$ cat config.mk
export PLATFORM = sky130hd
export DESIGN_NAME = mbox_from_unquote_filter
export DESIGN_NICKNAME = d
export VERILOG_FILES = /design/src/rtl/mfu_pkg.sv /design/src/rtl/mfu_front.sv /design/src/rtl/mfu_queue.sv /design/src/rtl/mfu_back.sv /design/src/rtl/mbox_from_unquote_filter.sv
export SDC_FILE = /design/constraint.sdc
export NUM_CORES = 1
export LEC_CHECK = 0
export BUFFER_PORTS_ARGS = -buffer_cell sky130_fd_sc_hd__buf_4
export CAP_MARGIN = 20
export CORE_UTILIZATION = 50
export DETAILED_ROUTE_END_ITERATION = 10
export PLACE_DENSITY = 0.73
export SETUP_SLACK_MARGIN = 0.4
export SLEW_MARGIN = 25
export SYNTH_ARGS = -nofsm -noshare
export SYNTH_HDL_FRONTEND = slang
export SYNTH_HIERARCHICAL = 1
export SYNTH_SLANG_ARGS = --single-unit
$ cat constraint.sdc
create_clock -name i_clk -period 14.68 [get_ports i_clk]
set_clock_uncertainty 0.1 [all_clocks]
set_input_delay 3.67 -clock i_clk [delete_from_list [all_inputs] [get_ports i_clk]]
set_output_delay 3.67 -clock i_clk [all_outputs]
set_load 0.03 [all_outputs]
$ cat src/rtl/mfu_pkg.sv
// shared types, constants and the match-word table of the mbox unquote filter
`timescale 1ns / 1ps

package mfu_pkg;

    localparam logic [7:0] QUOTE_CHAR   = 8'h3E;
    localparam logic [7:0] MARK_CHAR    = 8'h01;
    localparam logic [7:0] NEWLINE_CHAR = 8'h0A;
    localparam logic [7:0] SPACE_CHAR   = 8'h20;

    localparam int unsigned WORD_LEN  = 5;
    localparam int unsigned MAX_BEATS = 6;
    localparam int unsigned MARK_W    = 17;
    localparam int unsigned HLC_W     = 16;
    localparam int unsigned QUEUE_DEPTH = 4;
    localparam int unsigned QUEUE_AW    = $clog2(QUEUE_DEPTH);

    // one input byte's worth of output: [marker] [quote] word[0..word_len-1] [data]
    typedef struct packed {
        logic       marker;
        logic       quote;
        logic [2:0] word_len;
        logic       has_byte;
        logic [7:0] data;
        logic       last;
    } t_burst;

    // letters of "From "
    function automatic logic [7:0] from_letter(input logic [2:0] idx);
        logic [7:0] ch;
        case (idx)
            3'd0:    ch = 8'h46;
            3'd1:    ch = 8'h72;
            3'd2:    ch = 8'h6F;
            3'd3:    ch = 8'h6D;
            3'd4:    ch = 8'h20;
            default: ch = 8'h20;
        endcase
        return ch;
    endfunction

endpackage

$ cat src/rtl/mfu_front.sv
// front end: line state tracking and classification of each input byte into a burst
`timescale 1ns / 1ps

module mfu_front
    import mfu_pkg::*;
(
    input  logic             i_clk,
    input  logic             i_rst_n,
    input  logic             i_valid,
    input  logic [7:0]       i_byte,
    input  logic             i_first,
    input  logic             i_last,
    input  logic [HLC_W-1:0] i_hlc,
    output logic             o_ready,
    input  logic             i_queue_ready,
    output logic             o_push,
    output t_burst           o_burst
);

    logic              r_line_start;
    logic [MARK_W-1:0] r_left;
    logic              r_pend;
    logic [2:0]        r_ml;

    logic              n_line_start;
    logic [MARK_W-1:0] n_left;
    logic              n_pend;
    logic [2:0]        n_ml;

    logic              eff_ls;
    logic [MARK_W-1:0] eff_left;
    logic              eff_pend;
    logic [2:0]        eff_ml;
    logic [7:0]        b;
    logic              mark;
    logic              accept;
    t_burst            burst;

    // no byte is taken while reset is held
    assign o_ready = i_queue_ready && i_rst_n;
    assign accept  = i_valid && o_ready;

    always_comb begin
        // a new message restarts the line state and drops anything held
        eff_ls   = i_first ? 1'b1 : r_line_start;
        eff_left = i_first ? ({1'b0, i_hlc} + MARK_W'(1)) : r_left;
        eff_pend = i_first ? 1'b0 : r_pend;
        eff_ml   = i_first ? 3'd0 : r_ml;

        b    = (i_byte == 8'h00) ? SPACE_CHAR : i_byte;
        mark = eff_ls && (eff_left != '0);

        n_left       = mark ? (eff_left - MARK_W'(1)) : eff_left;
        n_line_start = (b == NEWLINE_CHAR);
        n_pend       = eff_pend;
        n_ml         = eff_ml;

        burst          = '0;
        burst.marker   = mark;
        burst.data     = b;
        burst.last     = i_last;

        if (eff_pend) begin
            if (eff_ml == 3'd0 && b == QUOTE_CHAR) begin
                // further quotes pass, the held one stays
                burst.has_byte = 1'b1;
            end else if (b == from_letter(eff_ml)) begin
                if (eff_ml == 3'(WORD_LEN - 1)) begin
                    burst.word_len = 3'(WORD_LEN);
                    n_pend         = 1'b0;
                    n_ml           = 3'd0;
                end else begin
                    n_ml = eff_ml + 3'd1;
                end
            end else begin
                burst.quote    = 1'b1;
                burst.word_len = eff_ml;
                burst.has_byte = 1'b1;
                n_pend         = 1'b0;
                n_ml           = 3'd0;
            end
        end else if (eff_ls && b == QUOTE_CHAR) begin
            n_pend = 1'b1;
            n_ml   = 3'd0;
        end else begin
            burst.has_byte = 1'b1;
        end

        // end of message releases whatever is still held
        if (i_last && n_pend) begin
            burst.quote    = 1'b1;
            burst.word_len = n_ml;
            n_pend         = 1'b0;
            n_ml           = 3'd0;
        end
    end

    assign o_burst = burst;
    assign o_push  = accept && (burst.marker || burst.quote ||
                                burst.word_len != 3'd0 || burst.has_byte);

    always_ff @(posedge i_clk) begin
        if (!i_rst_n) begin
            r_line_start <= 1'b1;
            r_left       <= '0;
            r_pend       <= 1'b0;
            r_ml         <= 3'd0;
        end else if (accept) begin
            r_line_start <= n_line_start;
            r_left       <= n_left;
            r_pend       <= n_pend;
            r_ml         <= n_ml;
        end
    end

endmodule

$ cat src/rtl/mfu_queue.sv
// short burst queue between front end and back end
`timescale 1ns / 1ps

module mfu_queue
    import mfu_pkg::*;
(
    input  logic   i_clk,
    input  logic   i_rst_n,
    input  logic   i_push,
    input  t_burst i_burst,
    output logic   o_not_full,
    input  logic   i_pop,
    output logic   o_not_empty,
    output t_burst o_head
);

    t_burst              r_mem [QUEUE_DEPTH];
    logic [QUEUE_AW-1:0] r_wr_ptr;
    logic [QUEUE_AW-1:0] r_rd_ptr;
    logic [QUEUE_AW:0]   r_count;

    logic do_push;
    logic do_pop;

    assign o_not_full  = (r_count != (QUEUE_AW+1)'(QUEUE_DEPTH));
    assign o_not_empty = (r_count != '0);
    assign o_head      = r_mem[r_rd_ptr];
    assign do_push     = i_push && o_not_full;
    assign do_pop      = i_pop && o_not_empty;

    always_ff @(posedge i_clk) begin
        if (do_push) begin
            r_mem[r_wr_ptr] <= i_burst;
        end
    end

    always_ff @(posedge i_clk) begin
        if (!i_rst_n) begin
            r_wr_ptr <= '0;
            r_rd_ptr <= '0;
            r_count  <= '0;
        end else begin
            if (do_push) begin
                r_wr_ptr <= r_wr_ptr + QUEUE_AW'(1);
            end
            if (do_pop) begin
                r_rd_ptr <= r_rd_ptr + QUEUE_AW'(1);
            end
            if (do_push && !do_pop) begin
                r_count <= r_count + (QUEUE_AW+1)'(1);
            end else if (!do_push && do_pop) begin
                r_count <= r_count - (QUEUE_AW+1)'(1);
            end
        end
    end

endmodule

$ cat src/rtl/mfu_back.sv
// back end: expands one burst into output beats behind an output register
`timescale 1ns / 1ps

module mfu_back
    import mfu_pkg::*;
(
    input  logic       i_clk,
    input  logic       i_rst_n,
    input  logic       i_head_valid,
    input  t_burst     i_head,
    output logic       o_pop,
    output logic       o_valid,
    input  logic       i_ready,
    output logic [7:0] o_data,
    output logic       o_run_end,
    output logic       o_msg_end
);

    logic       r_valid;
    logic [7:0] r_data;
    logic       r_run_end;
    logic       r_msg_end;
    logic [2:0] r_pos;

    logic [3:0] raw_len;
    logic [3:0] len;
    logic [3:0] pos;
    logic [3:0] p1;
    logic [3:0] p2;
    logic [7:0] beat;
    logic       last_beat;
    logic       load;

    always_comb begin
        raw_len = 4'(i_head.marker) + 4'(i_head.quote) + {1'b0, i_head.word_len}
                + 4'(i_head.has_byte);
        len     = (raw_len > 4'(MAX_BEATS)) ? 4'(MAX_BEATS) : raw_len;
        pos     = {1'b0, r_pos};
        p1      = pos - 4'(i_head.marker);
        p2      = p1 - 4'(i_head.quote);
        if (i_head.marker && pos == 4'd0) begin
            beat = MARK_CHAR;
        end else if (i_head.quote && p1 == 4'd0) begin
            beat = QUOTE_CHAR;
        end else if (p2 < {1'b0, i_head.word_len}) begin
            beat = from_letter(p2[2:0]);
        end else begin
            beat = i_head.data;
        end
        last_beat = (pos == len - 4'd1);
    end

    assign load  = i_head_valid && (!r_valid || i_ready);
    assign o_pop = load && last_beat;

    always_ff @(posedge i_clk) begin
        if (!i_rst_n) begin
            r_valid <= 1'b0;
            r_pos   <= 3'd0;
        end else begin
            if (load) begin
                r_valid <= 1'b1;
                r_pos   <= last_beat ? 3'd0 : (r_pos + 3'd1);
            end else if (i_ready) begin
                r_valid <= 1'b0;
            end
        end
    end

    always_ff @(posedge i_clk) begin
        if (load) begin
            r_data    <= beat;
            r_run_end <= last_beat;
            r_msg_end <= last_beat && i_head.last;
        end
    end

    assign o_valid   = r_valid;
    assign o_data    = r_data;
    assign o_run_end = r_run_end;
    assign o_msg_end = r_msg_end;

endmodule

$ cat src/rtl/mbox_from_unquote_filter.sv
// top level of the mbox "From " unquote filter
`timescale 1ns / 1ps
//
// takes the bytes of a stored mail message on the slave stream, one byte a beat,
// and gives the filtered bytes on the master stream, one byte a beat
// input beat: tdata = byte and header line count, tuser = first byte of message,
// tlast = last byte of message (held bytes are flushed with it)
// output beat: tdata = byte, tuser = last beat caused by that input byte,
// tlast = final beat of the message
// each input byte gives 0 to 6 output beats: zero bytes turn into spaces, the
// first header-count-plus-one lines get a 0x01 marker, and ">From " at line start
// loses its first '>' (the quote and partial match are held until decided)
// the first beat of an input byte reaches the master side through the burst queue and
// the output register; the front end takes one byte every cycle while the 4-deep burst
// queue has room, the back end sends one beat a cycle while the receiver is ready, so
// sustained rate is one input byte a cycle when it averages at most one output beat
// reset clears line state, the queue and the output register and holds
// s_axis_tready low; no beat is shown
// when the receiver stalls, the output register holds and the queue fills, then
// s_axis_tready drops until the back end drains a burst
//
module mbox_from_unquote_filter
    import mfu_pkg::*;
(
    input  logic        i_clk,
    input  logic        i_rst_n,
    input  logic        s_axis_tvalid,
    output logic        s_axis_tready,
    input  logic [23:0] s_axis_tdata,  // [7:0] in_byte, [23:8] header_line_count
    input  logic        s_axis_tuser,  // [0] first_of_message
    input  logic        s_axis_tlast,  // last_of_message
    output logic        m_axis_tvalid,
    input  logic        m_axis_tready,
    output logic [7:0]  m_axis_tdata,  // [7:0] out_byte
    output logic        m_axis_tuser,  // [0] run_end
    output logic        m_axis_tlast   // message_end
);

    logic   push;
    logic   pop;
    logic   q_not_full;
    logic   q_not_empty;
    t_burst front_burst;
    t_burst head_burst;

    // front end: classify each byte against the line state
    mfu_front u_front (
        .i_clk         (i_clk),
        .i_rst_n       (i_rst_n),
        .i_valid       (s_axis_tvalid),
        .i_byte        (s_axis_tdata[7:0]),
        .i_first       (s_axis_tuser),
        .i_last        (s_axis_tlast),
        .i_hlc         (s_axis_tdata[23:8]),
        .o_ready       (s_axis_tready),
        .i_queue_ready (q_not_full),
        .o_push        (push),
        .o_burst       (front_burst)
    );

    // bursts wait here so both sides stall on their own
    mfu_queue u_queue (
        .i_clk       (i_clk),
        .i_rst_n     (i_rst_n),
        .i_push      (push),
        .i_burst     (front_burst),
        .o_not_full  (q_not_full),
        .i_pop       (pop),
        .o_not_empty (q_not_empty),
        .o_head      (head_burst)
    );

    // back end: one beat a cycle out of the head burst while the receiver is ready
    mfu_back u_back (
        .i_clk        (i_clk),
        .i_rst_n      (i_rst_n),
        .i_head_valid (q_not_empty),
        .i_head       (head_burst),
        .o_pop        (pop),
        .o_valid      (m_axis_tvalid),
        .i_ready      (m_axis_tready),
        .o_data       (m_axis_tdata),
        .o_run_end    (m_axis_tuser),
        .o_msg_end    (m_axis_tlast)
    );

endmodule

==> Flow_metrics.wiki, run 1 <==
{| class="wikitable"
! Metric !! Value
|-
| Max incr delay on CP || around 0.26 ns
|-
| Synth async-reset ratio || 0
|-
| Maximum number of pins on one net before global-route repair || between 40 and 50
|-
| Category of the most critical setup path || in -> out
|-
| Number of buffers inserted during clock tree synthesis || 9
|-
| Fill count || between 1000 and 1500
|-
| Number of gates resized after cts || 0
|-
| Power per cell area || roughly 130 mW/mm²
|-
| Die Footprint || approximately 0.013 mm²
|-
| Setup bufs post-CTS || 0
|-
| Count of clock tree sinks || roughly 110
|-
| Clock transition at the registers of the reported paths || around 0.08 ns
|-
| Max Fclk || 124 MHz
|-
| I/O pins || between 40 and 50
|-
| Hold_ws || 0.353 ns
|-
| Bufs on Longest Clock Path || 2
|-
| Accumulated negative setup slack || 0 ns
|-
| Cell with the largest stage delay on the worst path || sky130_fd_sc_hd__buf_4
|-
| Critical hold path startpoint || u_front/r_left[6]
|-
| Core region area || between 0.01 and 0.015 mm²
|-
| Site row count || 40
|-
| Final Wtd Congestion || 0.881
|-
| Result of the run || completed
|-
| Proportion of synthesized chip area in sequential cells || 0.452
|-
| Post-synthesis cell type with the largest combined area || sky130_fd_sc_hd__edfxtp_1
|-
| Class of the worst hold path || reg -> reg
|-
| Layout cell share with drive strength beyond 1 || 0.164
|-
| Highest fanout seen on the critical path || 28
|-
| Top post-synthesis cells by count || 70 x sky130_fd_sc_hd__edfxtp_1, 47 x sky130_fd_sc_hd__nand2_1, 35 x sky130_fd_sc_hd__dfxtp_1, 33 x sky130_fd_sc_hd__nor2_1, 30 x sky130_fd_sc_hd__a21oi_1
|-
| Final setup viols || 0
|-
| Synthesized area per cell || about 11 µm²
|-
| Number of antenna violations at the first check in global routing || 0
|-
| Worst hold endpoint || u_front/r_left[6]
|-
| Number of violations of the max-capacitance limit || 0
|-
| CP dominant cell by count || sky130_fd_sc_hd__buf_4
|-
| Synthesized net count || 632
|-
| Per-cell routed wire length || 16.2 µm
|-
| Number of pins exceeding their max-slew limit in the final report || 0
|-
| Die width || 113 µm
|-
| Area taken by flip-flops and latches || 0.00280 mm²
|-
| Diodes inserted || 0
|-
| Final design utilization || 0.563
|-
| Gr ovfl total || 0
|-
| Buffers and inverters on the worst path || 2
|-
| Number of vias per cell after detailed routing || 5.85
|-
| Total power || 911 µW
|-
| HPWL after detailed placement || 8860 µm
|-
| Total DRC errors in the routed layout || 0
|-
| CP Launch Type || input port
|-
| Area grow syn2layout || 9.49%
|-
| Starting Density || 0.514
|-
| Peak supply drop || 0.0697 mV
|-
| Worst-skew pair later-pin latency || approximately 0.35 ns
|-
| Library cells used by synthesis || 81
|-
| Drt first-iter violations || between 200 and 300
|-
| Number of cell instances on the worst register-to-register path || 17
|-
| Setup repair after global routing missed its margin || no
|-
| Final number of hold-violating endpoints || 0
|-
| Most common cell in the synthesized netlist || sky130_fd_sc_hd__edfxtp_1
|-
| Worst R2R Setup Slack || 9.16 ns
|-
| Number of enable flip-flop cells after synthesis || 70
|-
| Critical Path, Cell by Cell || buf_4 -> and2_1 -> buf_4
|-
| Category of the worst setup path capture point || primary output
|-
| Number of warnings reported in the yosys synthesis log || 6
|-
| Worst hold path stage count || 2
|-
| Level count of the clock H-tree || 3
|-
| Final WL || 12400 µm
|-
| Post-route ant nets || 0
|-
| Die height || 113 µm
|-
| Root Buffer Master || sky130_fd_sc_hd__clkbuf_16
|-
| First-pass iteration count of the detailed router || 4
|-
| Fin nets || 649
|-
| CTS tree || built
|-
| Period utilisation layout || 0.550
|-
| All-layer global routing usage || 0.202
|-
| Max transition margin || 0.369
|-
| Via count of the first global-routing pass || between 4000 and 5000
|-
| Leakage power summed over all cells || 0.00238 µW
|-
| Kind of cell with the highest combined delay on the critical path || buffers and inverters
|-
| Final min period || 8.08 ns
|-
| Via total after detailed routing || 4490
|-
| Actual transition at the worst max-transition pin || 0.944 ns
|-
| Terminus of the critical flop-to-flop path || u_queue/r_count[2]
|-
| Predominant post-synthesis flop cell || sky130_fd_sc_hd__edfxtp_1
|-
| Area of the multi-input gates || around 0.003 mm²
|-
| Hold buffer count at CTS || 0
|-
| WP data arrival || roughly 4.3 ns
|-
| Wire length of the first global-routing pass || 20400 µm
|-
| Gate count of the mapped netlist || 577
|-
| IO Port Bufs || 41
|-
| Total standard cell area after synthesis || 0.00620 mm²
|-
| Top cells by area in the synthesized netlist || sky130_fd_sc_hd__edfxtp_1 34%, sky130_fd_sc_hd__dfxtp_1 11%, sky130_fd_sc_hd__ha_1 4.4%
|-
| Required time at the worst-slack endpoint || 10.91 ns
|-
| Synth top area share || 0.339
|-
| Flops & latches, synth || approximately 110
|}
==> state kept, by name (all words and copies together), names as in the netlist, named ones only <==
signal,cells
u_front/r_pend,1
u_front/r_ml,3
u_back/o_msg_end,1
u_back/o_valid,1
u_front/r_left,17
u_back/o_data,8
u_queue/r_count,3
u_queue/r_mem,60
u_back/r_pos,3
u_back/o_run_end,1
u_queue/r_wr_ptr,2
u_front/r_line_start,1
u_queue/r_rd_ptr,2
==> routing by layer <==
layer | up-vias | GRT usage | part of all wire
met5 | - | 0 | 0
li1 | 2191 | - | -
met3 | 18 | 0.0418 | 0.036
met4 | 0 | 0.0579 | 0.014
met1 | 2182 | 0.254 | 0.45
met2 | 99 | 0.351 | 0.50
==> cell families (layout without fill, tap and decap cells) <==
family / count (synthesis) / after routing / share of synthesized area
compound gates: 118 / 118 / 0.135
xor+xnor: 28 / 28 / 0.0396
buf+inv: 58 / 80 / 0.0503
simple gates: 221 / 221 / 0.199
mux: 22 / 22 / 0.0696
fa+ha+maj: 25 / 25 / 0.0541
flops: 105 / 105 / 0.452
==> layout by cell type, fill, tap and decap left out, drive strengths merged, types with 14 or more instances in the layout <==
master / Yosys / routed
edfxtp: 70 / 70
nand2: 47 / 47
buf: 16 / 42
dfxtp: 35 / 35
nor2: 35 / 35
a21oi: 30 / 30
o21ai: 30 / 30
nand3: 27 / 27
inv: 22 / 27
ha: 22 / 22
and2: 18 / 18
nand4: 16 / 16
mux4: 15 / 15
xor2: 14 / 14
xnor2: 14 / 14
==> report_power, final <==
part,internal [µW],leakage (µW),switching [µW]
Clock,120,0.000144,114
Combinational,117,0.00131,183
Sequential,355,0.000927,20.5
==> per-stage QoR <==
step | std cells | setup WS, ns | area [µm²]
floorplan | 577 | 6.78 | 6200
global placement | 751 | 6.61 | 6490
detailed placement | 751 | 6.56 | 6490
CTS | 767 | 6.60 | 6790
global route | 767 | 6.44 | 6790
finish | 767 | 6.60 | 6790
==> worst max path at each step <==
stage,startpoint,endpoint,cells past startpoint
5_1_grt,s_axis_tuser,u_queue/r_count[2],19
3_5_place_dp,s_axis_tuser,u_queue/r_count[2],19
6_report,i_rst_n,s_axis_tready,3
4_1_cts,i_rst_n,s_axis_tready,3
3_3_place_gp,i_rst_n,s_axis_tready,3
2_1_floorplan,s_axis_tuser,u_queue/r_count[2],23
==> final cells by class <==
class,instances,area share
Sequential cell,105,0.413
Tap cell,168,0.0310
Timing Repair Buffer,42,0.0465
Clock inverter,7,0.00977
Multi-Input combinational cell,414,0.454
Inverter,22,0.0122
Clock buffer,9,0.0332
==> worst register-to-register path: cells and delay by family (launching register included) <==
| kind | cells | cell delay (ns) |
|---|---|---|
| fa+ha+maj | 5 | 1.64 |
| flops | 1 | 0.93 |
| xor+xnor | 2 | 0.23 |
| simple gates | 3 | 0.77 |
| compound gates | 3 | 0.54 |
| buf+inv | 2 | 0.13 |
| mux | 2 | 1.11 |
Power figures use the tool's default switching activity.
==> run 2, diff against run 1 <==
- clock period: 14.68 -> 7.5 ns (I/O delays scaled with it)
==> run 2 against run 1 <==
  * Combinational power up 96%
  * Wire length up 2.6%
  * Via count up 1.2%
  * Global-route usage up 1.1 points
  * Core utilization up 0.12 points
  * Clock-buffer cell count unchanged
  * Largest cell class unchanged
  * First-iteration DRC count down 6.1%
  * Highest routed layer unchanged
  * Final cell count unchanged
  * Hold slack worse by 0.0037 ns
  * Design area up 0.22%
==> Flow_metrics.wiki, run 2 (synthesis results as in run 1) <==
{| class="wikitable"
! Metric !! Value
|-
| WP data arrival || 6.17 ns (+1.86 ns)
|-
| Wire length of the first global-routing pass || 21200 µm (+4.2%)
|-
| Leakage power summed over all cells || 0.00238 µW (+0.12%)
|-
| WL met1 || 5620 µm (+0.70%)
|-
| Total power || 1800 µW (+97%)
|-
| Per-cell routed wire length || 16.6 µm (+2.6%)
|-
| Actual transition at the worst max-transition pin || 0.912 ns (-0.0319 ns)
|-
| IO Port Bufs || 41 (unchanged)
|-
| Setup WS pre-CTS || 1.23 ns (-5.32 ns)
|-
| Total DRC errors in the routed layout || 0 (unchanged)
|-
| Die width || 113 µm (unchanged)
|-
| Met3 wire length || 605 µm (+36%)
|-
| I/O pins || 42 (unchanged)
|-
| Hold buffer count at CTS || 0 (unchanged)
|-
| Number of vias per cell after detailed routing || 5.93 (+1.2%)
|-
| Number of pins exceeding their max-slew limit in the final report || 0 (unchanged)
|-
| Required time at the worst-slack endpoint || 7.68 ns (-3.23 ns)
|-
| Post-route ant nets || 0 (unchanged)
|-
| Level count of the clock H-tree || 3 (unchanged)
|-
| Fill count || 1007 (+0.50%)
|-
| Result of the run || completed
|-
| Worst-skew pair later-pin latency || 0.35 ns (about the same)
|-
| Max Fclk || between 150 and 200 MHz
|-
| Gr ovfl total || 0 (unchanged)
|-
| Die height || 113 µm (unchanged)
|-
| Highest fanout seen on the critical path || 15 (-46%)
|-
| Worst R2R Setup Slack || 2.25 ns (-6.91 ns)
|-
| Highest metal used || met4
|-
| Flip-flop count of the largest register after layout || 60 (unchanged)
|-
| Diodes inserted || 0 (unchanged)
|-
| Final setup margin || 1.51 ns (-5.09 ns)
|-
| Accumulated negative setup slack || 0 ns (unchanged)
|-
| Core region area || 0.0121 mm² (unchanged)
|-
| Class of the worst hold path || reg -> reg
|-
| Worst hold path stage count || 2 (unchanged)
|-
| All-layer global routing usage || 0.212 (+0.0105)
|-
| Number of cell instances on the worst register-to-register path || 17 (unchanged)
|-
| Number of gates resized after cts || 0 (unchanged)
|-
| Max transition margin || 0.391 (+0.0213)
|-
| Final WL || 12700 µm (+2.6%)
|-
| Final number of hold-violating endpoints || 0 (unchanged)
|-
| Power per cell area || 264 mW/mm² (+97%)
|-
| Reg with most FFs || u_queue/r_mem
|-
| Drt first-iter violations || 263 (-6.1%)
|-
| Terminus of the critical flop-to-flop path || u_queue/r_count[2]
|-
| Most common library cell in the layout ignoring fill and taps || sky130_fd_sc_hd__edfxtp_1
|-
| Via count of the first global-routing pass || 4481 (+3.2%)
|-
| Final design utilization || 0.564 (+0.00124)
|-
| Count of clock tree sinks || 105 (unchanged)
|-
| Root Buffer Master || sky130_fd_sc_hd__clkbuf_16
|-
| Setup repair after global routing missed its margin || no
|-
| Layout cell share with drive strength beyond 1 || 0.167 (+0.00334)
|-
| Met2 layer wire length in the routed design || 6280 µm (+1.0%)
|-
| Final setup viols || 0 (unchanged)
|-
| Category of the worst setup path capture point || register
|-
| Period utilisation layout || 0.799
|-
| First-pass iteration count of the detailed router || 5 (+1)
|-
| Peak supply drop || 0.111 mV (+59%)
|-
| Via total after detailed routing || 4545 (+1.2%)
|-
| Area grow syn2layout || 9.73%
|-
| Maximum number of pins on one net before global-route repair || 48 (unchanged)
|-
| Number of antenna violations at the first check in global routing || 0 (unchanged)
|-
| Number of violations of the max-capacitance limit || 0 (unchanged)
|-
| Bufs on Longest Clock Path || 2 (unchanged)
|-
| CTS tree || built
|-
| Critical hold path startpoint || u_front/r_left[13]
|-
| Final min period || 5.99 ns
|-
| Leading cell types in the layout, fill and taps excluded || 70 x sky130_fd_sc_hd__edfxtp_1, 47 x sky130_fd_sc_hd__nand2_1, 42 x sky130_fd_sc_hd__buf_4
|-
| Setup bufs post-CTS || 0 (unchanged)
|-
| Clock transition at the registers of the reported paths || 0.08 ns (about the same)
|-
| Starting Density || 0.514 (unchanged)
|-
| Die Footprint || 0.0128 mm² (unchanged)
|-
| Site row count || 40 (unchanged)
|-
| Worst hold endpoint || u_front/r_left[13]
|-
| Final Wtd Congestion || 0.943 (+6.9%)
|-
| Number of buffers inserted during clock tree synthesis || 9 (unchanged)
|-
| Category of the most critical setup path || in -> reg
|-
| HPWL after detailed placement || 9220 µm (+4.1%)
|-
| Fin nets || 649 (unchanged)
|-
| CP Launch Type || input port
|}
run 2: cell types whose count changed in the layout (fill, tap and decap cells not counted), sizes merged:
cell | before | now
clkinvlp | 0 | 1
inv | 27 | 26
run 2: layer usage:
| layer | vias to the layer above | track usage |
|---|---|---|
| li1 | 2189 | - |
| met1 | 2216 | 0.266 |
| met2 | 122 | 0.362 |
| met3 | 18 | 0.0418 |
| met4 | 0 | 0.0833 |
| met5 | - | 0 |
run 2: how the worst max path moves through the flow:
stage                     startpoint                  to  slack [ns]  cells after the start
floorplan               s_axis_tuser  u_queue/r_count[2]        1.40                     23
global placement        s_axis_tuser  u_queue/r_count[2]        1.54                     19
detailed placement  s_axis_tdata[10]  u_queue/r_count[2]        1.23                     16
CTS                 s_axis_tdata[10]  u_queue/r_count[2]        1.58                     16
global route        s_axis_tdata[10]  u_queue/r_count[2]        1.17                     16
finish              s_axis_tdata[10]  u_queue/r_count[2]        1.51                     16
run 2: area by class of cell:
type                       count  area (µm²)  area share
clock buffer                   9         225      0.0331
clock inverter                 7        80.1      0.0118
inverter                      22        82.6      0.0121
multi-input combinational    414        3080       0.453
sequential                   105        2800       0.412
tap                          168         210      0.0309
timing repair buffer          42         315      0.0464
run 2: critical path, cell delays in order:
cell	delay, ns
sky130_fd_sc_hd__buf_4	0.11
sky130_fd_sc_hd__nand3_1	0.33
sky130_fd_sc_hd__o41ai_1	0.54
sky130_fd_sc_hd__o221ai_2	0.25
sky130_fd_sc_hd__a2111oi_2	0.44
sky130_fd_sc_hd__and3_1	0.61
sky130_fd_sc_hd__a21oi_1	0.29
sky130_fd_sc_hd__nor4_1	0.39
sky130_fd_sc_hd__nor2_1	0.07
sky130_fd_sc_hd__a21boi_2	0.20
sky130_fd_sc_hd__ha_1	0.26
sky130_fd_sc_hd__inv_1	0.08
sky130_fd_sc_hd__fa_1	0.17
sky130_fd_sc_hd__xor2_1	0.08
sky130_fd_sc_hd__or3_1	0.31
sky130_fd_sc_hd__a21boi_0	0.17
run 2: stage by stage:
step,hold slack (ns),instance area [µm²],std cells
finish,0.350,6800,767
global route,0.375,6800,767
CTS,0.352,6800,767
detailed placement,0.343,6490,751
global placement,0.333,6490,751
floorplan,0.317,6200,577
run 2: power breakdown:
group	switching, µW	internal, µW	leakage, µW
logic	361	230	0.00131
clock network	231	238	0.000146
registers	39.8	696	0.000928
==> run 3, diff against run 2 <==
- ABC_AREA: unset -> 1
- PLACE_DENSITY: 0.73 -> 0.75
- clock period: 7.5 -> 5.5 ns (I/O delays scaled with it)
==> run 3 against run 2 <==
  * Core utilization rose by 1.2 points
  * Wire length up 7.5%
  * Critical path depth rose by 8
  * Sequential share of layout area down 3.1 points
  * Area after synthesis increased by 7.2%
  * Sequential power grew 43%
  * Combinational power is 110% higher
  * Clock-buffer cell count grew 1
  * Die area rose by 7.1%
  * Via count rose by 20%
  * Sequential cell count unchanged
  * Hold slack better by 0.019 ns
  * Critical path type unchanged
  * Largest cell class unchanged
==> Flow_metrics.wiki, run 3 <==
{| class="wikitable"
! Metric !! Value
|-
| Wire length of the first global-routing pass || 23300 µm (+9.7%)
|-
| Flops & latches, synth || 105 (unchanged)
|-
| Diodes inserted || 0 (unchanged)
|-
| Reg with most FFs || u_queue/r_mem
|-
| Library cells used by synthesis || 46 (-43%)
|-
| Max transition margin || 0.558 (+0.167)
|-
| Starting Density || 0.520 (+0.00623)
|-
| Setup bufs post-CTS || 0 (unchanged)
|-
| Number of warnings reported in the yosys synthesis log || 6 (unchanged)
|-
| I/O pins || 42 (unchanged)
|-
| Clock transition at the registers of the reported paths || 0.07 ns (about the same)
|-
| Site row count || 41 (+2.5%)
|-
| Final design utilization || 0.576 (+0.0122)
|-
| All-layer global routing usage || 0.220 (+0.00768)
|-
| Final Wtd Congestion || 0.944 (+0.19%)
|-
| Post-synthesis cell type with the largest combined area || sky130_fd_sc_hd__edfxtp_1
|-
| Top post-synthesis cells by count || 227 x sky130_fd_sc_hd__nand2_1, 118 x sky130_fd_sc_hd__inv_1, 92 x sky130_fd_sc_hd__nor2_1, 83 x sky130_fd_sc_hd__nand3_1, 70 x sky130_fd_sc_hd__edfxtp_1
|-
| Required time at the worst-slack endpoint || 5.64 ns (-2.04 ns)
|-
| Number of pins exceeding their max-slew limit in the final report || 0 (unchanged)
|-
| Final min period || between 4 and 5 ns
|-
| Final setup margin || 0.849 ns (-0.661 ns)
|-
| Maximum number of pins on one net before global-route repair || 31 (-35%)
|-
| IO Port Bufs || 41 (unchanged)
|-
| CTS tree || built
|-
| Accumulated negative setup slack || 0 ns (unchanged)
|-
| Category of the worst setup path capture point || register
|-
| Area grow syn2layout || 10.8%
|-
| Class of the worst hold path || reg -> reg
|-
| Level count of the clock H-tree || 3 (unchanged)
|-
| Most common library cell in the layout ignoring fill and taps || sky130_fd_sc_hd__nand2_1
|-
| Number of antenna violations at the first check in global routing || 0 (unchanged)
|-
| WP data arrival || 4.79 ns (-1.38 ns)
|-
| Gate count of the mapped netlist || 866 (+50%)
|-
| Total standard cell area after synthesis || 0.00664 mm² (+7.2%)
|-
| HPWL after detailed placement || 10100 µm (+9.7%)
|-
| Top cells by area in the synthesized netlist || sky130_fd_sc_hd__edfxtp_1 32%, sky130_fd_sc_hd__nand2_1 13%, sky130_fd_sc_hd__dfxtp_1 11%
|-
| Number of gates resized after cts || 0 (unchanged)
|-
| Layout cell share with drive strength beyond 1 || 0.139 (-0.0276)
|-
| Post-route ant nets || 0 (unchanged)
|-
| Power per cell area || 402 mW/mm² (+52%)
|-
| Worst-skew pair later-pin latency || 0.35 ns (about the same)
|-
| Synthesized area per cell || 7.67 µm² (-29%)
|-
| CP Launch Type || input port
|-
| Most common cell in the synthesized netlist || sky130_fd_sc_hd__nand2_1
|-
| Die width || 117 µm (+3.5%)
|-
| Max Fclk || around 210 MHz
|-
| Actual transition at the worst max-transition pin || 0.662 ns (-0.250 ns)
|-
| Per-cell routed wire length || 12.7 µm (-23%)
|-
| Predominant post-synthesis flop cell || sky130_fd_sc_hd__edfxtp_1
|-
| Via count of the first global-routing pass || 4994 (+11%)
|-
| Hold buffer count at CTS || 0 (unchanged)
|-
| Final setup viols || 0 (unchanged)
|-
| First-pass iteration count of the detailed router || 5 (unchanged)
|-
| Count of placed standard cells in the final layout, fillers left out || 1076 (+40%)
|-
| Gr ovfl total || 0 (unchanged)
|-
| Drt first-iter violations || 329 (+25%)
|-
| Bufs on Longest Clock Path || 2 (unchanged)
|-
| Leading cell types in the layout, fill and taps excluded || 225 x sky130_fd_sc_hd__nand2_1, 118 x sky130_fd_sc_hd__inv_1, 91 x sky130_fd_sc_hd__nor2_1
|-
| Die Footprint || 0.0138 mm² (+7.1%)
|-
| Period utilisation layout || 0.846
|-
| Number of enable flip-flop cells after synthesis || 70 (unchanged)
|-
| Via total after detailed routing || 5474 (+20%)
|-
| Final number of hold-violating endpoints || 0 (unchanged)
|-
| Synth async-reset ratio || 0 (unchanged)
|-
| Synthesized net count || 921 (+46%)
|-
| Synth top area share || 0.316 (-0.0227)
|-
| Post-Place Cells || 1060 (+41%)
|-
| Category of the most critical setup path || in -> reg
|-
| Peak supply drop || 0.171 mV (+54%)
|-
| Count of clock tree sinks || 105 (unchanged)
|-
| Number of buffers inserted during clock tree synthesis || 9 (unchanged)
|-
| Result of the run || completed
|-
| Setup repair after global routing missed its margin || no
|-
| Number of violations of the max-capacitance limit || 0 (unchanged)
|-
| Root Buffer Master || sky130_fd_sc_hd__clkbuf_16
|-
| Hold_ws || 0.368 ns (+0.0186 ns)
|-
| Die height || 117 µm (+3.5%)
|-
| Total DRC errors in the routed layout || 0 (unchanged)
|-
| Setup WS pre-CTS || 0.217 ns (-1.02 ns)
|-
| Number of vias per cell after detailed routing || 5.09 (-14%)
|-
| Leakage power summed over all cells || 0.00336 µW (+41%)
|-
| Core region area || 0.0128 mm² (+5.9%)
|-
| Fin nets || 954 (+47%)
|-
| Flip-flop count of the largest register after layout || 60 (unchanged)
|-
| Final WL || 13700 µm (+7.5%)
|-
| Proportion of synthesized chip area in sequential cells || 0.422 (-0.0303)
|-
| Fill count || 1140 (+13%)
|-
| Highest fanout seen on the critical path || 18 (+3)
|}
-- run 3: report_power, final --
group	switching, µW	total (µW)	internal, µW
clock	289	648	360
combinational	823	1260	436
sequential	57.2	1050	997
total	1170	2960	1790
-- run 3: cell families (layout without fill, tap and decap cells) --
group / after synthesis / after routing / share of synthesized area
and+or+nand+nor: 461 / 461 / 0.313
buffers and inverters: 157 / 195 / 0.102
DFF: 105 / 105 / 0.422
AOI/OAI and AO/OA: 104 / 104 / 0.0925
adders and majority gates: 25 / 25 / 0.0505
xor gates and xnor gates: 14 / 14 / 0.0207
-- run 3: final timing paths --
kind              slack, ns  depth (start not counted)               from            endpoint
hold / removal         0.37                          2  u_front/r_left[1]   u_front/r_left[1]
hold reg to reg        0.37                          2  u_front/r_left[1]   u_front/r_left[1]
setup / recovery       0.85                         24    s_axis_tdata[8]  u_queue/r_count[1]
setup reg to reg       1.11                         20           register  u_queue/r_count[1]
-- run 3: area by class of cell --
type,instances,area [µm²],area share
inverters,129,489,0.0665
clock inverters,6,72.6,0.00986
flip-flops and latches,105,2800,0.381
clock buffers,10,229,0.0311
multi-input cells,604,3170,0.431
well taps,172,215,0.0292
repair buffers,50,375,0.0510
-- run 3: stage by stage --
| stage | area (µm²) | power (µW) |
|---|---|---|
| final | 7360 | 2960 |
| after detailed placement | 7050 | 2320 |
| after floorplan | 6640 | 2050 |
| after global placement | 7050 | 2310 |
| after CTS | 7350 | 2980 |
| after global routing | 7360 | 3190 |
-- run 3: critical path: stages --
cell,delay [ns]
sky130_fd_sc_hd__buf_4,0.13
sky130_fd_sc_hd__ha_1,0.29
sky130_fd_sc_hd__nand2_1,0.07
sky130_fd_sc_hd__o21ai_0,0.10
sky130_fd_sc_hd__inv_1,0.10
sky130_fd_sc_hd__ha_1,0.22
sky130_fd_sc_hd__inv_1,0.05
sky130_fd_sc_hd__nor2_1,0.18
sky130_fd_sc_hd__nand2_4,0.09
sky130_fd_sc_hd__nor2_4,0.16
sky130_fd_sc_hd__nand2_2,0.10
sky130_fd_sc_hd__nor2_4,0.12
sky130_fd_sc_hd__nand3_4,0.18
sky130_fd_sc_hd__nand2_8,0.19
sky130_fd_sc_hd__nand4_1,0.11
sky130_fd_sc_hd__nor2_1,0.16
sky130_fd_sc_hd__nor2_2,0.08
sky130_fd_sc_hd__nand2_4,0.14
sky130_fd_sc_hd__inv_4,0.04
sky130_fd_sc_hd__ha_1,0.20
sky130_fd_sc_hd__inv_1,0.08
sky130_fd_sc_hd__fa_1,0.40
sky130_fd_sc_hd__o21ai_0,0.17
sky130_fd_sc_hd__nor2_1,0.06
-- run 3: metal layers --
metal / up-vias / track usage / share of wire
met3: 13 / 0.0330 / 0.053
met1: 2440 / 0.298 / 0.48
met5: - / 0 / 0
li1: 2875 / - / -
met4: 0 / 0.0658 / 0.012
met2: 146 / 0.364 / 0.46
